File: config.mk
export PLATFORM = sky130hd
export DESIGN_NAME = bounded_deque_engine_core
export DESIGN_NICKNAME = d
export VERILOG_FILES = /design/src/rtl/core/bdq_pkg.sv /design/src/rtl/core/bdq_cell.sv /design/src/rtl/core/bounded_deque_engine_core.sv
export SDC_FILE = /design/constraint.sdc
export NUM_CORES = 1
export LEC_CHECK = 0
export ABC_AREA = 1
export BUFFER_PORTS_ARGS = -buffer_cell sky130_fd_sc_hd__buf_2
export CAP_MARGIN = 20
export CORE_ASPECT_RATIO = 0.9
export CORE_MARGIN = 2
export CORE_UTILIZATION = 40
export CTS_CLUSTER_SIZE = 40
export DETAILED_ROUTE_END_ITERATION = 12
export HOLD_SLACK_MARGIN = 0.08
export PLACE_DENSITY = 0.66
export SYNTH_ARGS = -nofsm -noshare
export SYNTH_HDL_FRONTEND = slang
export SYNTH_HIERARCHICAL = 1
export SYNTH_SLANG_ARGS = --single-unit
File: constraint.sdc
create_clock -name clock -period 3.3 [get_ports clock]
set_clock_uncertainty 0.15 [all_clocks]
set_input_delay 0.165 -clock clock [delete_from_list [all_inputs] [get_ports clock]]
set_output_delay 0.165 -clock clock [all_outputs]
set_load 0.01 [all_outputs]
File: src/rtl/core/bdq_pkg.sv
// Shared constants, codes and types for the bounded deque engine.
// No dependencies; imported by every module of the block.
package bdq_pkg;

   // Storage geometry
   localparam int DEPTH      = 16;
   localparam int DATA_WIDTH = 32;
   localparam int CNT_W      = $clog2(DEPTH + 1);
   localparam int IDX_W      = $clog2(DEPTH);

   // Field widths of the request and response items
   localparam int CMD_W    = 3;
   localparam int VALUE_W  = 32;
   localparam int POS_W    = 4;
   localparam int STATUS_W = 3;
   localparam int OCC_W    = 5;

   // Request tdata layout: cmd, value, position (lowest bits first)
   localparam int REQ_VALUE_LSB = CMD_W;
   localparam int REQ_POS_LSB   = CMD_W + VALUE_W;
   localparam int REQ_BITS      = CMD_W + VALUE_W + POS_W;
   localparam int REQ_TDATA_W   = ((REQ_BITS + 7) / 8) * 8;

   // Response tdata layout: status, read_value, occupancy
   localparam int RSP_VALUE_LSB = STATUS_W;
   localparam int RSP_OCC_LSB   = STATUS_W + VALUE_W;
   localparam int RSP_BITS      = STATUS_W + VALUE_W + OCC_W;
   localparam int RSP_TDATA_W   = ((RSP_BITS + 7) / 8) * 8;

   // Command codes; code 7 is a no-op
   typedef enum logic [CMD_W-1:0] {
      CMD_PUSH_FRONT = 3'd0,
      CMD_PUSH_BACK  = 3'd1,
      CMD_POP_FRONT  = 3'd2,
      CMD_POP_BACK   = 3'd3,
      CMD_REMOVE     = 3'd4,
      CMD_READ       = 3'd5,
      CMD_CLEAR      = 3'd6
   } cmd_type;

   // Status codes
   typedef enum logic [STATUS_W-1:0] {
      STS_OK        = 3'd0,
      STS_EMPTY     = 3'd1,
      STS_FULL      = 3'd2,
      STS_NOT_FOUND = 3'd3,
      STS_RANGE     = 3'd4
   } status_type;

   // Per-cell data move
   typedef enum logic [1:0] {
      OP_HOLD = 2'd0,
      OP_LOAD = 2'd1,
      OP_PREV = 2'd2,
      OP_NEXT = 2'd3
   } cell_op_type;

   // Control bundle from the sequencer to one cell
   typedef struct packed {
      cell_op_type op;
      logic        cmp_en;
   } cell_ctrl_type;

endpackage

File: src/rtl/core/bdq_cell.sv
// One storage cell of the deque chain: holds a word, takes a neighbor's word
// or a new word, and registers an equality compare. Depends on bdq_pkg.
module bdq_cell
   import bdq_pkg::*;
(
   input  logic                  clock,
   input  cell_ctrl_type         ctrl,
   input  logic [DATA_WIDTH-1:0] prev_data,
   input  logic [DATA_WIDTH-1:0] next_data,
   input  logic [DATA_WIDTH-1:0] load_data,
   input  logic [DATA_WIDTH-1:0] key,
   output logic [DATA_WIDTH-1:0] data,
   output logic                  match
);

   logic [DATA_WIDTH-1:0] entry_ff;
   logic [DATA_WIDTH-1:0] entry_in;
   logic                  match_ff;
   logic                  match_in;

   // Select the next word for this cell
   always_comb begin
      case (ctrl.op)
         OP_LOAD: entry_in = load_data;
         OP_PREV: entry_in = prev_data;
         OP_NEXT: entry_in = next_data;
         default: entry_in = entry_ff;
      endcase
      match_in = ctrl.cmp_en ? (entry_ff == key) : match_ff;
   end

   // Payload only, no reset
   always_ff @(posedge clock) begin
      entry_ff <= entry_in;
      match_ff <= match_in;
   end

   assign data  = entry_ff;
   assign match = match_ff;

endmodule

File: src/rtl/core/bounded_deque_engine_core.sv
// Top level of the bounded deque engine: stream handshake, sequencer and
// the chain of bdq_cell storage cells. Depends on bdq_pkg and bdq_cell.
//
//  channel | dir | handshake            | payload (tdata, lowest bits first)
//  req     | in  | req_tvalid/req_tready | cmd[2:0] value[34:3] position[38:35]
//  rsp     | out | rsp_tvalid/rsp_tready | status[2:0] read_value[34:3] occupancy[39:35]
//
// Every command but remove is done in S_IDLE; a remove goes on to S_DROP: the
// cells register their compares in S_IDLE, the first hit is dropped in S_DROP.
// The response sits in one output register; a new request is taken while the
// sequencer is in S_IDLE and that register is empty or being drained in the same cycle.
// Reset clears the count, the response valid and the sequencer; stored words are kept.
module bounded_deque_engine_core
   import bdq_pkg::*;
(
   input  logic                   clock,
   input  logic                   reset,
   input  logic                   req_tvalid,
   output logic                   req_tready,
   input  logic [REQ_TDATA_W-1:0] req_tdata,  // cmd, value, position
   output logic                   rsp_tvalid,
   input  logic                   rsp_tready,
   output logic [RSP_TDATA_W-1:0] rsp_tdata   // status, read_value, occupancy
);

   // Sequencer states
   typedef enum logic [1:0] {
      S_IDLE = 2'b01,
      S_DROP = 2'b10
   } state_type;

   state_type state_ff, state_in;

   logic [CNT_W-1:0]      fill_count_ff, fill_count_in;
   logic                  rsp_valid_ff, rsp_valid_in;
   status_type            rsp_status_ff, rsp_status_in;
   logic [VALUE_W-1:0]    rsp_value_ff, rsp_value_in;
   logic [OCC_W-1:0]      rsp_occ_ff, rsp_occ_in;

   logic                  req_accept;
   logic                  load_rsp;
   cmd_type               req_cmd;
   logic [VALUE_W-1:0]    req_value;
   logic [POS_W-1:0]      req_pos;
   logic [DATA_WIDTH-1:0] load_word;

   cell_ctrl_type         cell_ctrl [DEPTH];
   logic [DATA_WIDTH-1:0] cell_data [DEPTH];
   logic [DEPTH-1:0]      cell_match;
   logic [DEPTH-1:0]      cell_valid;
   logic [DEPTH-1:0]      hit;
   logic [DEPTH-1:0]      first_hit;
   logic [DEPTH-1:0]      shift_mask;
   logic                  full;
   logic                  empty;
   logic                  read_ok;

   // Request field unpacking
   assign req_cmd   = cmd_type'(req_tdata[CMD_W-1:0]);
   assign req_value = req_tdata[REQ_VALUE_LSB +: VALUE_W];
   assign req_pos   = req_tdata[REQ_POS_LSB +: POS_W];
   assign load_word = req_value[DATA_WIDTH-1:0];

   assign req_tready = (state_ff == S_IDLE) && (!rsp_valid_ff || rsp_tready);
   assign req_accept = req_tvalid && req_tready;

   assign full    = (fill_count_ff == CNT_W'(DEPTH));
   assign empty   = (fill_count_ff == '0);
   assign read_ok = (CNT_W'(req_pos) < fill_count_ff);

   // Occupied slots, and the first live hit of a remove with the slots it shifts
   always_comb begin
      for (int k = 0; k < DEPTH; k++) begin
         cell_valid[k] = (CNT_W'(k) < fill_count_ff);
      end
      hit        = cell_match & cell_valid;
      first_hit  = hit & (~hit + DEPTH'(1));
      shift_mask = ~(first_hit - DEPTH'(1));
   end

   // Cell chain
   for (genvar g = 0; g < DEPTH; g++) begin : g_cell
      logic [DATA_WIDTH-1:0] prev_w;
      logic [DATA_WIDTH-1:0] next_w;

      if (g == 0) begin : g_head
         assign prev_w = load_word;
      end else begin : g_body
         assign prev_w = cell_data[g-1];
      end
      if (g == DEPTH - 1) begin : g_tail
         assign next_w = cell_data[g];
      end else begin : g_inner
         assign next_w = cell_data[g+1];
      end

      bdq_cell u_cell (
         .clock     (clock),
         .ctrl      (cell_ctrl[g]),
         .prev_data (prev_w),
         .next_data (next_w),
         .load_data (load_word),
         .key       (load_word),
         .data      (cell_data[g]),
         .match     (cell_match[g])
      );
   end

   // Sequencer: cell moves, count update, response contents
   always_comb begin
      state_in      = state_ff;
      fill_count_in = fill_count_ff;
      load_rsp      = 1'b0;
      rsp_status_in = STS_OK;
      rsp_value_in  = '0;
      for (int k = 0; k < DEPTH; k++) begin
         cell_ctrl[k] = '{op: OP_HOLD, cmp_en: 1'b0};
      end

      case (state_ff)
         S_IDLE: begin
            if (req_accept) begin
               load_rsp = 1'b1;
               case (req_cmd)
                  CMD_PUSH_FRONT: begin
                     if (full) begin
                        rsp_status_in = STS_FULL;
                     end else begin
                        for (int k = 0; k < DEPTH; k++) begin
                           cell_ctrl[k].op = (k == 0) ? OP_LOAD : OP_PREV;
                        end
                        fill_count_in = fill_count_ff + CNT_W'(1);
                     end
                  end
                  CMD_PUSH_BACK: begin
                     if (full) begin
                        rsp_status_in = STS_FULL;
                     end else begin
                        for (int k = 0; k < DEPTH; k++) begin
                           if (fill_count_ff == CNT_W'(k)) begin
                              cell_ctrl[k].op = OP_LOAD;
                           end
                        end
                        fill_count_in = fill_count_ff + CNT_W'(1);
                     end
                  end
                  CMD_POP_FRONT: begin
                     if (empty) begin
                        rsp_status_in = STS_EMPTY;
                     end else begin
                        for (int k = 0; k < DEPTH; k++) begin
                           cell_ctrl[k].op = OP_NEXT;
                        end
                        fill_count_in = fill_count_ff - CNT_W'(1);
                     end
                  end
                  CMD_POP_BACK: begin
                     if (empty) begin
                        rsp_status_in = STS_EMPTY;
                     end else begin
                        fill_count_in = fill_count_ff - CNT_W'(1);
                     end
                  end
                  CMD_REMOVE: begin
                     // compare this cycle, drop next cycle
                     load_rsp = 1'b0;
                     state_in = S_DROP;
                     for (int k = 0; k < DEPTH; k++) begin
                        cell_ctrl[k].cmp_en = 1'b1;
                     end
                  end
                  CMD_READ: begin
                     if (read_ok) begin
                        rsp_value_in = VALUE_W'(cell_data[IDX_W'(req_pos)]);
                     end else begin
                        rsp_status_in = STS_RANGE;
                     end
                  end
                  CMD_CLEAR: begin
                     fill_count_in = '0;
                  end
                  default: begin
                     // unused code: no operation
                  end
               endcase
            end
         end
         S_DROP: begin
            load_rsp = 1'b1;
            state_in = S_IDLE;
            if (hit == '0) begin
               rsp_status_in = STS_NOT_FOUND;
            end else begin
               for (int k = 0; k < DEPTH; k++) begin
                  if (shift_mask[k]) begin
                     cell_ctrl[k].op = OP_NEXT;
                  end
               end
               fill_count_in = fill_count_ff - CNT_W'(1);
            end
         end
         default: begin
            state_in = S_IDLE;
         end
      endcase

      rsp_occ_in = OCC_W'(fill_count_in);
   end

   // Output register valid
   always_comb begin
      if (load_rsp) begin
         rsp_valid_in = 1'b1;
      end else if (rsp_tready) begin
         rsp_valid_in = 1'b0;
      end else begin
         rsp_valid_in = rsp_valid_ff;
      end
   end

   // Control registers
   always_ff @(posedge clock) begin
      if (reset) begin
         state_ff      <= S_IDLE;
         fill_count_ff <= '0;
         rsp_valid_ff  <= 1'b0;
      end else begin
         state_ff      <= state_in;
         fill_count_ff <= fill_count_in;
         rsp_valid_ff  <= rsp_valid_in;
      end
   end

   // Response payload
   always_ff @(posedge clock) begin
      if (load_rsp) begin
         rsp_status_ff <= rsp_status_in;
         rsp_value_ff  <= rsp_value_in;
         rsp_occ_ff    <= rsp_occ_in;
      end
   end

   // Response packing
   always_comb begin
      rsp_tdata                              = '0;
      rsp_tdata[STATUS_W-1:0]                = rsp_status_ff;
      rsp_tdata[RSP_VALUE_LSB +: VALUE_W]    = rsp_value_ff;
      rsp_tdata[RSP_OCC_LSB +: OCC_W]        = rsp_occ_ff;
   end

   assign rsp_tvalid = rsp_valid_ff;

endmodule

* Yosys cells after proc, flatten, opt, wreduce, memory -nomap -nowiden
Cells that the tools add are included. Widths: inputs -> output; s select.
Storage, ports and cells: flip-flop bits (word level) 576, latch bits 0, bits in writable memories 0, memory bits (read-only) 0, output and inout bits 42, word-level logic and storage cells 337, memories 0
Cells by class: add/sub/neg operators 4, multipliers 0, divide/modulo/power cells 0, magnitude comparators 18, equality and inequality tests 87, shift-type cells 0, multiplexer cells 154, bitwise gates (word level) 6, reduce and logical (&&, ||, !) cells 30
Operator list (number):
- $pmux 32 s3 | 14
- $eq 32x32->1 | 16
- $bmux 32 s4 | 1
- $pmux 32 s2 | 2
- $pmux 2 s3 | 16
- $mux 2 | 36
- $eq 2x2->1 const B | 32
- $mux 32 | 2
- $pmux 2 s2 | 16
- $mux 1 | 55
- $mux 48 | 1
- $reduce_bool 3->1 | 14
- $eq 5x4->1 const B | 8
- $lt 4x5->1 const A | 8
- $eq 2x1->1 const B | 17
- $and 16x16->16 | 2
- $not 16->16 | 2
- $eq 5x3->1 const B | 4
- $lt 3x5->1 const A | 4
- $mux 5 | 4
- $add 16x1->16 const B | 1
- $logic_not 16->1 | 1
- $sub 16x1->16 const B | 1
- $pmux 5 s3 | 1
- 28 further kinds | 41

* Longest topological paths before layout
word-level depth 13, depth in mapped cells 19

* Hierarchy
The synthesis kept the hierarchy.
Modules (own cells, without submodules):
- bdq_cell | instances 16, cells each 346, area an instance 2323.5 sq um
- bounded_deque_engine_core | instances 1, cells each 1254, area an instance 7963.9 sq um

* Worst setup path before layout
Ideal clock, no wire load.
path kind reg-to-reg, start point reg state_ff[1], end point reg rsp_occ_ff[0], enable pin, data arrival time 3.095 ns, setup slack -0.398 ns, cell stages (with the launch flop) 9, path buffers 0, cell sequence dfxtp_1 > inv_1 > ha_1 > inv_2 > nor2_1 > nand2_1 > inv_1 > nand2_1 > a21oi_1
On the way: word-level cells in the longest chain between the ends 5, elaborated cells between the ends (all ways) 6, classes of those cells eq/ne (2); mux (2); reduce/logical (2)
Ends and longest elaborated chain:
- from (decl) | line bounded_deque_engine_core.sv:32 | state_type state_ff, state_in;
- from (signal assigned) | line bounded_deque_engine_core.sv:228 | state_ff <= state_in;
- $eq 2x1->1 | line bounded_deque_engine_core.sv:64 | assign req_tready = (state_ff == S_IDLE) && (!rsp_valid_ff || rsp_tready);
- $logic_and 1x1->1 | line bounded_deque_engine_core.sv:64
- net req_tready | line bounded_deque_engine_core.sv:19 | output logic req_tready,
- $logic_and 1x1->1 | line bounded_deque_engine_core.sv:65 | assign req_accept = req_tvalid && req_tready;
- $mux 1 | line bounded_deque_engine_core.sv:122 | if (req_accept) begin
- $pmux 1 s2 | line bounded_deque_engine_core.sv:120 | case (state_ff)
- net load_rsp | line bounded_deque_engine_core.sv:41 | logic load_rsp;
- to (signal assigned) | line bounded_deque_engine_core.sv:239 | rsp_occ_ff <= rsp_occ_in;
- to (decl) | line bounded_deque_engine_core.sv:38 | logic [OCC_W-1:0] rsp_occ_ff, rsp_occ_in;
The timed path passes the listed nets, and every way through them passes these cells. A chain may end at the register's enable or synchronous reset.

==> reports/qor.txt <==
status: complete, no violations
post-synthesis sequential area ratio: 38.1%
syn_nets: 6,844
Final period util: 97.3%
Reg2Reg Capture Point: g_cell[13].u_cell/data[15]
clk_lat worst skew: 0.64 ns
Syn. warnings: 6
end point of the critical path: g_cell[13].u_cell/data[15]
Core Box Area: 112,000 sq um
clock sinks: 576
logic gate share of total power: 19.2%
Worst Path Required: 3.64 ns
final setup TNS: 0 ns
PwrDens: 422 nW/um^2
Pre-antenna DRT Iters: 6
DRT Wirelength: 149,000 um
#FFs+latches synth: 576
Post-Synth XOR/XNOR Area: 0.970%
largest net degree at the start of global routing: 86
Max FO, Critical Path: 19
RSZ-0062 raised after global routing: true
post-place instance area: 47,200 sq um
DR iter-0 viols: 5,182
Final ANT Viol Nets: 0
CTS Buf Count: 71
Synth Area in Adders: 0.277%
Nets: 6,867
share of layout cells above drive strength 1: 6.87%
Max Fclk: 311 MHz
CP arrival: 3.55 ns
Initial Util: 40.4%
Design Power: 21.1 mW
max-cap violations: 0
clk root buf: clkbuf_16
CP startpoint kind: flop
RD Place Congestion: 0.924
WL per Instance: 17.9 um
CTS clk-pin slew, worst paths: 0.06 ns
initial antenna violation count: 3
I/O pin total: 86
Leak: 23.9 nW
Tot GR Track Use: 24.7%
synthesized area: 45,100 sq um
Syn-to-layout area delta: 10.5%
hpwl dp: 108,000 um
flop2flop setup slack: 0.09 ns
hold_ws: 0.0902 ns
internal power: 14.5 mW
largest family of logic cells by synthesized area: simple AND/OR/NAND/NOR gates
clock power share: 37.3%
ys flop type: edfxtp_1
Synth Instances: 6,790
# DRC: 0
clk buf depth: 3
r2r worst-path depth: 13
CP Class: flop to flop
global-route wire length before repair: 229,000 um
worst ir drop on vdd: 0.379 mV
final instance area: 49,900 sq um
fraction of registers with async set/reset: 0%
crit end category: flop
actual slew at the worst max-slew pin: 1.02 ns
register share of total power: 43.5%
Final Max Slew Viols: 0
Syn Area/Cell: 6.65 sq um
min Tclk post-route: 3.21 ns
Compound-Gate Fraction of Synth Area: 6.54%
Via density: 5.37
fill count: 11,200
R2R Path Start: fill_count_ff[4]
Sw Share: 31.2%
Rel. slew slack: 31.7%
Final setup viols: 0
Die Width: 358 um
grt total ovfl: 0
CTS tree: done
Worst Hold Class: input port to flop
DIE AREA: 116,000 sq um
Hold Fails Final Rpt: 0
row count: 116
simple-gate portion of the synthesized area: 39.0%
Port Buffer Count: 84
P_sw: 6.57 mW
Synth cell types: 35
H-tree depth: 3
vias in the first global route: 40,000
Post-synth EDFFs: 568
Crit. Startpoint: fill_count_ff[4]
DIE HEIGHT: 323 um
via count: 44,800
post-synthesis mux area share: 2.79%
## flip-flops by register name, summed over array words and instances (netlist names)
register and cells:
g_cell.u_cell/match 16, rsp_occ_ff 5, state_ff 2, rsp_tvalid 1
g_cell.u_cell/data 512, rsp_value_ff 32, fill_count_ff 5, rsp_status_ff 3
## metrics by stage
stage | utilization (%) | cells | worst slack, ns
finish | 44.7 | 8346 | 0.0890
detailed placement | 42.3 | 8180 | -0.00173
floorplan | - | 6790 | 0.341
CTS | 44.5 | 8331 | 0.0729
global route | 44.7 | 8345 | -0.00367
global placement | 42.3 | 8180 | 0.0474
## Yosys cell counts, types with 41 or more instances
library cell,count,area (sq um)
buf_6,48,541
inv_1,910,3420
nand2_1,2326,8730
mux2i_1,126,1260
nand3_1,1058,5300
nor2_1,776,2910
xor2_1,49,429
buf_4,41,308
buf_2,173,866
o21ai_0,196,981
o211ai_1,96,721
clkbuf_1,56,210
edfxtp_1,568,17100
a21oi_1,174,871
## area by class of cell
| cell class | count | area [sq um] | area share [%] |
|---|---|---|---|
| Antenna cell | 1 | 2.50 | 0.00502 |
| Clock inverter | 42 | 327 | 0.655 |
| Multi-Input combinational cell | 4953 | 22800 | 45.7 |
| Tap cell | 1475 | 1850 | 3.70 |
| Inverter | 936 | 3560 | 7.14 |
| Timing Repair Buffer | 275 | 2210 | 4.44 |
| Sequential cell | 576 | 17200 | 34.5 |
| Clock buffer | 88 | 1930 | 3.86 |
## worst min-delay path by stage
stage / start / to / slack, ns / cells after the start
after CTS: req_tdata[19] / g_cell[0].u_cell/data[16] / 0.08 / 3
after global placement: rsp_tready / rsp_tvalid / 0.32 / 4
after global routing: req_tdata[20] / g_cell[3].u_cell/data[17] / 0.13 / 3
after floorplan: reset / fill_count_ff[0] / 0.08 / 1
final: req_tdata[19] / g_cell[0].u_cell/data[16] / 0.09 / 3
after detailed placement: reset / fill_count_ff[0] / 0.31 / 2
## power by group through the flow
stage	Combinational [mW]	Clock, mW	Sequential, mW
floorplan	2.65	0	9.14
global placement	3.78	0	9.29
detailed placement	3.90	0	9.30
CTS	3.94	7.95	9.15
global route	4.49	8.23	9.21
finish	4.05	7.85	9.15
## cells by family (layout without fill, tap and decap cells)
family,count (synthesis),count (layout)
simple gates,4227,4234
buf+inv,1269,1341
flops,576,576
compound gates,532,533
mux,126,126
xor+xnor,50,50
fa+ha+maj,10,10
other cells,0,1
## worst max-delay path: stages, from the launching register on
cell     delay, ns
dfxtp_1       0.54
buf_4         0.24
inv_2         0.08
o21ai_1       0.16
nand2_1       0.09
nand2_1       0.14
nor2_1        0.10
nand3_1       0.11
nand2_2       0.21
a21oi_4       0.38
inv_4         0.18
nor2_4        0.50
nand2_1       0.10
nand3_1       0.09
## repair_timing
| item | in CTS | in global routing |
|---|---|---|
| setup buffers | 2 | 7 |
| cloned | 1 | 7 |
| hold buffers | 18 | 0 |
| pin swaps | 1 | 11 |
| gates resized for setup | 2 | 5 |
| endpoints found under the hold margin | 82 | 0 |
| setup endpoints to repair | 13 | 277 |
## per-layer routing
metal,part of all wire [%],up-vias,routed length [um],global-route usage [%]
met3,7.6,266,11400,2.14
met4,3.5,4,5190,8.93
met5,0.018,-,27,0
met2,45,1923,67100,39.5
met1,44,20800,65400,34.9
li1,-,21800,-,-
## layout by cell type (no fill, tap or decap), types with 11 or more instances in the layout
cell type	n
a21oi_1	142
a21oi_2	11
a21oi_4	22
a31oi_1	32
buf_12	24
buf_2	82
buf_4	150
clkbuf_1	13
clkbuf_16	75
clkinv_1	25
dlygate4sd3_1	18
edfxtp_1	568
inv_1	910
inv_4	17
mux2i_1	126
nand2_1	2325
nand3_1	1058
nor2_1	774
nor2_4	12
nor2_8	16
o211ai_1	96
o21ai_0	195
o21ai_1	32
or2_2	16
xor2_1	49
No activity file was read; power rests on OpenSTA's default activity.
